`src/rtl/assert_macros.svh`:
```
// ----------------------------------------------------------------------------
// assert_macros.svh
// clocked assertion helpers shared by the rtl files
// ----------------------------------------------------------------------------
`ifndef ASSERT_MACROS_SVH
`define ASSERT_MACROS_SVH

// property must hold at every clock edge outside reset
`define LAG_ASSERT(label, clk, rst_n, prop, msg) \
  label: assert property (@(posedge clk) disable iff (!rst_n) prop) \
    else $error(msg);

// condition must never be seen at a clock edge outside reset
`define LAG_ASSERT_NEVER(label, clk, rst_n, cond, msg) \
  label: assert property (@(posedge clk) disable iff (!rst_n) !(cond)) \
    else $error(msg);

`endif

```
`src/rtl/lag_pkg.sv`:
```
// ----------------------------------------------------------------------------
// lag_pkg
// shared types and constants of the life automaton generation block
// ----------------------------------------------------------------------------
package lag_pkg;

  // board limits
  localparam int MAX_ROWS = 64;
  localparam int MAX_COLS = 64;
  localparam int ROW_AW   = (MAX_ROWS > 1) ? $clog2(MAX_ROWS) : 1;
  localparam int COL_AW   = (MAX_COLS > 1) ? $clog2(MAX_COLS) : 1;

  // request and configuration field widths
  localparam int REQ_W   = 2;
  localparam int COORD_W = 6;
  localparam int CFG_W   = 7;
  localparam int CFG_IW  = 1;

  // width that holds a configured or clamped dimension
  localparam int ROWS_CW = $clog2(MAX_ROWS + 1);
  localparam int COLS_CW = $clog2(MAX_COLS + 1);
  localparam int DIM_A   = (ROWS_CW > COLS_CW) ? ROWS_CW : COLS_CW;
  localparam int DIM_W   = (DIM_A > CFG_W) ? DIM_A : CFG_W;

  // register reset values
  localparam logic [CFG_W-1:0] ROWS_RESET = 7'd64;
  localparam logic [CFG_W-1:0] COLS_RESET = 7'd64;

  // request codes
  typedef enum logic [REQ_W-1:0] {
    REQ_WRITE = 2'd0,
    REQ_READ  = 2'd1,
    REQ_TICK  = 2'd2
  } req_e;

  // configuration register indexes
  typedef enum logic [CFG_IW-1:0] {
    CFG_BOARD_ROWS = 1'b0,
    CFG_BOARD_COLS = 1'b1
  } cfg_idx_e;

  // controller states
  typedef enum logic [2:0] {
    ST_CLEAR,
    ST_IDLE,
    ST_DECODE,
    ST_READ_WAIT,
    ST_TICK_LOAD,
    ST_TICK_READ,
    ST_TICK_ROW
  } state_e;

  // datapath operations
  typedef enum logic [3:0] {
    OP_NONE,
    OP_CLEAR,
    OP_ACCEPT,
    OP_WRITE,
    OP_RESULT,
    OP_READ_ISSUE,
    OP_READ_DONE,
    OP_TICK_FIRST,
    OP_TICK_LOAD,
    OP_TICK_READ,
    OP_TICK_ROW
  } dp_op_e;

  // controller to datapath
  typedef struct packed {
    dp_op_e op;
  } cmd_t;

  // datapath to controller
  typedef struct packed {
    logic [REQ_W-1:0] req_type;
    logic             in_range;
    logic             rows_zero;
    logic             tick_last;
    logic             clear_last;
  } status_t;

endpackage

```
`src/rtl/lag_ctrl.sv`:
```
// ----------------------------------------------------------------------------
// lag_ctrl
// sequencer for clear pass, cell access and generation ticks
// ----------------------------------------------------------------------------
`include "assert_macros.svh"

module lag_ctrl (
  input  logic             clk_i,
  input  logic             rst_ni,
  input  logic             start_i,
  output logic             busy_o,
  input  lag_pkg::status_t status_i,
  output lag_pkg::cmd_t    cmd_o
);
  import lag_pkg::*;

  state_e state_q, state_d;

  // state register
  always_ff @(posedge clk_i or negedge rst_ni) begin
    if (!rst_ni) begin
      state_q <= ST_CLEAR;
    end else begin
      state_q <= state_d;
    end
  end

  // next state and datapath command
  always_comb begin
    state_d   = state_q;
    cmd_o.op  = OP_NONE;
    case (state_q)
      ST_CLEAR: begin
        cmd_o.op = OP_CLEAR;
        if (status_i.clear_last) begin
          state_d = ST_IDLE;
        end
      end
      ST_IDLE: begin
        if (start_i) begin
          cmd_o.op = OP_ACCEPT;
          state_d  = ST_DECODE;
        end
      end
      ST_DECODE: begin
        case (status_i.req_type)
          REQ_WRITE: begin
            cmd_o.op = OP_WRITE;
            state_d  = ST_IDLE;
          end
          REQ_READ: begin
            if (status_i.in_range) begin
              cmd_o.op = OP_READ_ISSUE;
              state_d  = ST_READ_WAIT;
            end else begin
              cmd_o.op = OP_RESULT;
              state_d  = ST_IDLE;
            end
          end
          REQ_TICK: begin
            if (status_i.rows_zero) begin
              cmd_o.op = OP_RESULT;
              state_d  = ST_IDLE;
            end else begin
              cmd_o.op = OP_TICK_FIRST;
              state_d  = ST_TICK_LOAD;
            end
          end
          default: begin
            cmd_o.op = OP_RESULT;
            state_d  = ST_IDLE;
          end
        endcase
      end
      ST_READ_WAIT: begin
        cmd_o.op = OP_READ_DONE;
        state_d  = ST_IDLE;
      end
      ST_TICK_LOAD: begin
        cmd_o.op = OP_TICK_LOAD;
        state_d  = ST_TICK_READ;
      end
      ST_TICK_READ: begin
        cmd_o.op = OP_TICK_READ;
        state_d  = ST_TICK_ROW;
      end
      ST_TICK_ROW: begin
        cmd_o.op = OP_TICK_ROW;
        state_d  = status_i.tick_last ? ST_IDLE : ST_TICK_READ;
      end
      default: begin
        state_d = ST_IDLE;
      end
    endcase
  end

  assign busy_o = (state_q != ST_IDLE);

  // accepted request is always decoded next
  `LAG_ASSERT(a_accept_decode, clk_i, rst_ni, (start_i && !busy_o) |=> (state_q == ST_DECODE), "accepted request not decoded")
  // row loop continues until the last row
  `LAG_ASSERT(a_tick_loop, clk_i, rst_ni, (state_q == ST_TICK_ROW && !status_i.tick_last) |=> (state_q == ST_TICK_READ), "tick row loop left early")

endmodule

```
`config.mk`:
```
export PLATFORM = sky130hd
export DESIGN_NAME = lag_ctrl
export DESIGN_NICKNAME = d
export VERILOG_FILES = /design/src/rtl/lag_pkg.sv /design/src/rtl/lag_ctrl.sv
export VERILOG_INCLUDE_DIRS = /design/src /design/src/rtl
export SDC_FILE = /design/constraint.sdc
export NUM_CORES = 1
export LEC_CHECK = 0
export BUFFER_PORTS_ARGS = -buffer_cell sky130_fd_sc_hd__clkbuf_2
export CORE_AREA = 2 2 39 41
export CTS_CLUSTER_SIZE = 24
export DETAILED_ROUTE_END_ITERATION = 10
export DIE_AREA = 0 0 41 43
export GPL_TIMING_DRIVEN = 1
export SLEW_MARGIN = 30
export SYNTH_ARGS = -nofsm -noshare
export SYNTH_HDL_FRONTEND = slang
export SYNTH_SLANG_ARGS = --single-unit
export TNS_END_PERCENT = 5
```
`constraint.sdc`:
```
create_clock -name clk_i -period 1.4 [get_ports clk_i]
set_clock_uncertainty 0.15 [all_clocks]
set_input_delay 0.21 -clock clk_i [delete_from_list [all_inputs] [get_ports clk_i]]
set_output_delay 0.21 -clock clk_i [all_outputs]
set_load 0.05 [all_outputs]
```
==> results of run 1 <==
[cell families (layout without fill, tap and decap cells)]
logic type	after synthesis	after routing	synth area share, %
compound gates	14	14	29.09
xor+xnor	1	1	2.789
fa+ha+maj	4	4	15.94
buf+inv	5	32	9.960
flops	3	3	23.90
simple gates	10	10	18.33
[routing by layer]
| metal | vias up | routed length (um) | track usage [%] |
|---|---|---|---|
| li1 | 186 | - | - |
| met1 | 168 | 320 | 13.59 |
| met2 | 14 | 440 | 18.75 |
| met3 | 0 | 66 | 7.853 |
| met4 | 0 | 0 | 0 |
| met5 | - | 0 | 0 |
[path summary, 6_finish.rpt]
check | start | slack (ps) | endpoint | depth (start not counted)
min in group clk_i | status_i[1] | 210 | state_q[2]$_DFFE_PN0P_ | 3
hold / removal | rst_ni | 160 | state_q[2]$_DFFE_PN0P_ | 2
setup / recovery | state_q[2]$_DFFE_PN0P_ | -210 | cmd_o[1] | 4
setup reg to reg | state_q[2]$_DFFE_PN0P_ | 0 | state_q[0]$_DFFE_PN0P_ | 4
max in group asynchronous | rst_ni | 820 | state_q[0]$_DFFE_PN0P_ | 2
hold reg to reg | state_q[2]$_DFFE_PN0P_ | 540 | state_q[2]$_DFFE_PN0P_ | 2
[layout make-up]
type                       instances  area (um2)
fill                             150       794.5
multi-input combinational         29       237.7
timing repair buffer              26       221.5
sequential                         3       76.32
clock buffer                       4       26.28
tap                               16       20.02
inverter                           2       7.507
[cells in the final DEF (no fill, tap or decap)]
master	Yosys	layout
a21boi_2	0	1
a21o_2	1	1
a21oi_1	4	2
a21oi_2	0	2
a32o_1	1	1
a41oi_1	1	1
and2_1	1	1
buf_4	1	10
buf_6	1	2
buf_8	0	4
clkbuf_1	0	1
clkbuf_2	0	8
clkbuf_4	0	3
clkbuf_8	0	1
dfrtp_1	3	2
dfrtp_2	0	1
dlygate4sd3_1	0	1
ha_1	4	4
inv_1	2	2
nand2_1	2	2
nor2_1	1	1
nor2b_1	2	1
nor2b_2	0	1
nor3_2	0	1
nor3b_2	0	1
o21ai_0	3	2
o21ai_2	0	1
o21bai_1	1	1
o22ai_1	1	1
o31ai_1	1	1
or3_1	1	1
or3b_4	0	1
xor2_1	1	1
[through the flow]
step	setup slack (ps)	utilization [%]	TNS, ps	std cells
floorplan	-202.3	-	-479.8	37
global placement	-257.3	34.27	-713.7	74
detailed placement	-260.0	34.27	-760.6	74
CTS	-255.6	41.77	-947.0	80
global route	-279.8	42.59	-1150	80
finish	-214.1	42.59	-810.2	80
[synthesized netlist by cell type]
cell type,number,area share (%)
o22ai_1,1,2.0
or3_1,1,2.0
nor2b_1,2,4.0
o21bai_1,1,2.4
a21boi_0,1,2.4
buf_4,1,2.4
o31ai_1,1,2.4
ha_1,4,16
a41oi_1,1,2.8
a21o_2,1,2.8
a21oi_1,4,6.4
nand2_1,2,2.4
and2_1,1,2.0
buf_6,1,3.6
xor2_1,1,2.8
nor2_1,1,1.2
nor3_1,1,1.6
a32o_1,1,3.2
o21ai_0,3,4.8
or3b_2,1,2.8
dfrtp_1,3,24
inv_1,2,2.4
nor3b_1,1,2.4
buf_2,1,1.6
[what timing repair did]
item / CTS / global route
cloned: 0 / 0
resized for setup: 15 / 6
endpoints found under the hold margin: 3 / 0
endpoints found under the setup margin: 6 / 6
setup buffers: 1 / 0
hold buffers: 1 / 0
[report_power, final]
part	total, W	leakage (nW)	internal, W	switching (W)
logic	0.00100	0.243	0.000477	0.000526
clock network	0.000151	0.0150	0.000107	0.0000440
registers	0.000167	0.0367	0.000122	0.0000442
==> metrics.md, run 1 <==
| Metric | Value |
|---|---|
| Power Density | `2240 nW/um2` |
| Largest net degree at the start of global routing | `8` |
| WP data arrival | `1250 ps` |
| Worst rel slew slack | `79.10%` |
| First-pass GRT wire length | `1380 um` |
| CTS buffer count | `3` |
| Worst EP required | `1040 ps` |
| Unique masters post-synth | `24` |
| Syn Area/Cell | `8.488 um2` |
| Fin. max-slew vios | `0` |
| RD Place Congestion | `roughly 0.7` |
| Delay-heaviest family, CP | `flip-flops` |
| HPWL after DPL | `654 um` |
| PnR Total Power | `about 0.0013 W` |
| WS Path Type | `reg -> out` |
| Total Wirelength | `827 um` |
| Worst-margin pin slew | `~310 ps` |
| CP Buf/Inv Count | `2` |
| Pre-antenna DRT Iters | `2` |
| Vias in the first global route | `351` |
| Share of cells above drive strength 1 | `59.38%` |
| WL per Instance | `10.34 um` |
| # IOs | `14` |
| Worst skew pair latency | `230 ps` |
| Final min period | `1614 ps` |
| Final nets | `78` |
| Status | `complete, but fails checks` |
| CP Launch Type | `flip-flop` |
| CP endpoint kind | `output port` |
| Crit-path cells | `buf_4, a21o_2, a21oi_2, buf_8` |
| Starting DRT DRC Count | `2` |
| Largest register FFs | `3` |
| Final hold violation count | `0` |
| Sequential fraction of the synthesis area | `between 20% and 30%` |
| H-tree Lvls | `1` |
| Failing checks | `negative setup slack` |
| CTS sink count | `3` |
| Final instance area | `around 600 um2` |
| Placed inst area | `474.2 um2` |
| DRC Markers | `0` |
| PnR worst setup slack | `-214.1 ps` |
| Die width | `41 um` |
| PortBufs | `13` |
| Cell area after synthesis | `314.1 um2` |
| Vias | `368` |
| Gr usage total | `11.77%` |
| CP peak stage delay | `400 ps` |
| N_diodes | `0` |
| Register name with the most flops | `state_q` |
| Die H | `43 um` |
| Fmax | `0.6195 GHz` |
| Final Hold Slack | `157.0 ps` |
| RSZ-0062 raised after global routing | `true` |
| IR Drop Worst-Case VDD | `588.2 uV` |
| Syn Inst Count | `37` |
| Initial Util | `22.69%` |
| Total congestion overflow | `0` |
| Ys Warns | `0` |
| Slowest CP cell | `dfrtp_1` |
| Max_cap viols | `0` |
| DIE AREA | `1763 um2` |
| Num rows | `14` |
| Synth Register Bits | `3` |
| Clk root buf | `clkbuf_4` |
| Initial antenna violation count | `0` |
| Antenna viol nets, final | `0` |
| Top flop regs | `state_q (3)` |
| Tcrit/Tclk final | `115.3%` |
| Worst-path maximum fanout | `4` |
| Leak | `0.2945 nW` |
| Vias/cell | `4.600` |
| Final setup violation count | `6` |
| Hold Crit Class | `in -> async` |
| Syn Nets | `50` |
| Clk buf depth | `2` |
| Worst-path clk slew | `40 ps` |
| P&R area growth vs syn | `87.65%` |
| Area of the core | `1384 um2` |
| TritonCTS clock tree | `yes` |
Note: power is estimated with default switching activity, not from simulation.
==> run 2: changes to the inputs <==
Clock period 1.4 ns to 1.7 ns, I/O delays scaled along.
==> run 2 against run 1 <==
The run still ends with negative setup slack left. Cell count decreased by 7.5%. Register-to-register slack improved by 180 ps. Via count decreased by 7.6%. Sequential cell count unchanged. Combinational power decreased by 27%. Sequential share of layout area increased by 1.6 points. Clock power decreased by 19%. Critical path depth unchanged. First-iteration DRC count decreased by 50%. Die area unchanged.
==> metrics.md, run 2 (synthesized netlist as in run 1, its figures left out) <==
| Metric | Value |
|---|---|
| Status | `complete, but fails checks (unchanged)` |
| Failing checks | `negative setup slack (unchanged)` |
| Initial Util | `22.69% (unchanged)` |
| Worst-path clk slew | `40 ps (about the same)` |
| CTS buffer count | `3 (unchanged)` |
| Die H | `43 um (unchanged)` |
| CTS sink count | `3 (unchanged)` |
| Num rows | `14 (unchanged)` |
| Final setup violation count | `1 (was 6)` |
| Worst EP required | `1290 ps (was 1040 ps)` |
| First-pass GRT wire length | `1062 um (was 1380 um)` |
| Non-Filler Instances | `74 (was 80)` |
| Vias in the first global route | `275 (was 351)` |
| Antenna viol nets, final | `0 (unchanged)` |
| Area of the core | `1384 um2 (unchanged)` |
| # IOs | `14 (unchanged)` |
| Top flop regs | `state_q (3) (unchanged)` |
| Max_cap viols | `0 (unchanged)` |
| Clk buf depth | `2 (unchanged)` |
| TritonCTS clock tree | `yes (unchanged)` |
| Vias | `340 (was 368)` |
| Die width | `41 um (unchanged)` |
| RD Place Congestion | `0.7042 (was 0.6922)` |
| CP endpoint kind | `output port (unchanged)` |
| IR Drop Worst-Case VDD | `478.1 uV (was 588.2 uV)` |
| H-tree Lvls | `1 (unchanged)` |
| Starting DRT DRC Count | `1 (was 2)` |
| Final hold violation count | `0 (unchanged)` |
| DRC Markers | `0 (unchanged)` |
| Initial antenna violation count | `0 (unchanged)` |
| Worst-margin pin slew | `271.4 ps (was 310.3 ps)` |
| Post-Place Cells | `65 (was 74)` |
| Total congestion overflow | `0 (unchanged)` |
| Most common cell after layout, fill and taps aside | `clkbuf_2 (was buf_4)` |
| WS Path Type | `reg -> out (unchanged)` |
| Power Density | `1881 nW/um2 (was 2240 nW/um2)` |
| Setup WS pre-CTS | `-78.82 ps (was -260.0 ps)` |
| Final min period | `1707 ps` |
| CP Launch Type | `flip-flop (unchanged)` |
| Leak | `0.2514 nW (was 0.2945 nW)` |
| Commonest cells after routing, fill and taps aside | `clkbuf_2 (8), clkbuf_4 (4), buf_4 (4) (was buf_4 (10), clkbuf_2 (8), ha_1 (4), buf_8 (4), clkbuf_4 (3))` |
| WP data arrival | `1300 ps (was 1250 ps)` |
| P&R area growth vs syn | `69.72% (was 87.65%)` |
| Fin. max-slew vios | `0 (unchanged)` |
| Total Wirelength | `802 um (was 827 um)` |
| HPWL after DPL | `513.8 um (was 654 um)` |
| PortBufs | `13 (unchanged)` |
| Worst rel slew slack | `81.87% (was 79.10%)` |
| Fmax | `~0.59 GHz` |
| Register name with the most flops | `state_q (unchanged)` |
| Worst-path maximum fanout | `6 (was 4)` |
| Largest net degree at the start of global routing | `10 (was 8)` |
| Share of cells above drive strength 1 | `56.90% (was 59.38%)` |
| Vias/cell | `4.595 (was 4.600)` |
| Final nets | `72 (was 78)` |
| Largest register FFs | `3 (unchanged)` |
| RSZ-0062 raised after global routing | `true (unchanged)` |
| PnR worst setup slack | `-6.989 ps (was -214.1 ps)` |
| Hold Crit Class | `in -> async (unchanged)` |
| Worst reg2reg setup slack | `180 ps (was 0 ps)` |
| Tcrit/Tclk final | `100.4%` |
| DIE AREA | `1763 um2 (unchanged)` |
| Gr usage total | `8.342% (was 11.77%)` |
| Clk root buf | `clkbuf_4 (unchanged)` |
| Worst skew pair latency | `230 ps (about the same)` |
| Final Util | `38.52% (was 42.59%)` |
| Fillers | `154 (was 150)` |
| WL per Instance | `10.84 um (was 10.34 um)` |
| Pre-antenna DRT Iters | `2 (unchanged)` |
| N_diodes | `0 (unchanged)` |
| PnR Total Power | `0.001003 W (was 0.001320 W)` |
run 2: cell count changes in the layout (fill, tap and decap cells not counted), moves of 2 or more:
cell	previous run	this run
buf_4	10	4
buf_8	4	1
a21oi_2	2	0
buf_2	0	2
ha_1	4	2
ha_2	0	2
run 2: metrics by stage:
step	hold WS, ps	cell area [um2]	TNS, ps
6_report	201.5	533.0	-6.989
5_1_grt	208.8	533.0	-43.78
4_1_cts	201.5	493.0	-2.256
3_5_place_dp	-95.84	395.4	-99.09
3_3_place_gp	-98.59	395.4	-73.64
2_1_floorplan	-190.6	319.1	-1013
run 2: final cells by class:
cell class                      instances  area, um2  share of cell area [%]
Timing Repair Buffer                   20      148.9                   27.93
Inverter                                2      7.507                   1.408
Tap cell                               16      20.02                   3.756
Multi-Input combinational cell         29      252.7                   47.42
Sequential cell                         3      77.57                   14.55
Clock buffer                            4      26.28                   4.930
run 2: report_power, final:
group          internal [W]  switching (W)
registers          0.000102      0.0000432
logic              0.000314       0.000420
clock network     0.0000879      0.0000355
total              0.000504       0.000499
run 2: worst max-delay path, cell delays in order, from the launching register on:
cell     delay [ps]
dfrtp_2         440
buf_6           150
a21o_4          200
a21oi_4         120
buf_8           160
run 2: what timing repair did:
item | 4_1_cts | 5_1_grt
hold buffers | 1 | 0
pin swaps | 1 | 1
gates cloned | 0 | 0
endpoints found under the setup margin | 3 | 4
hold endpoints to repair | 3 | 0
setup buffers | 4 | 0
resized for setup | 13 | 17
run 2: worst paths after layout:
kind	end	startpoint	cells after the start
setup / recovery	cmd_o[1]	state_q[0]$_DFFE_PN0P_	4
hold / removal	state_q[2]$_DFFE_PN0P_	rst_ni	2
setup reg to reg	state_q[0]$_DFFE_PN0P_	state_q[0]$_DFFE_PN0P_	5
hold reg to reg	state_q[0]$_DFFE_PN0P_	state_q[1]$_DFFE_PN0P_	2
max in group asynchronous	state_q[0]$_DFFE_PN0P_	rst_ni	2
min in group clk_i	state_q[2]$_DFFE_PN0P_	status_i[1]	3
run 2: routing by layer:
layer | routed length, um | vias to the layer above | track usage (%) | share of wire [%]
met5 | 0 | - | 0 | 0
met4 | 0 | 0 | 2.000 | 0
li1 | - | 176 | - | -
met3 | 47 | 0 | 1.571 | 5.9
met1 | 361 | 151 | 12.26 | 45
met2 | 393 | 13 | 12.19 | 49
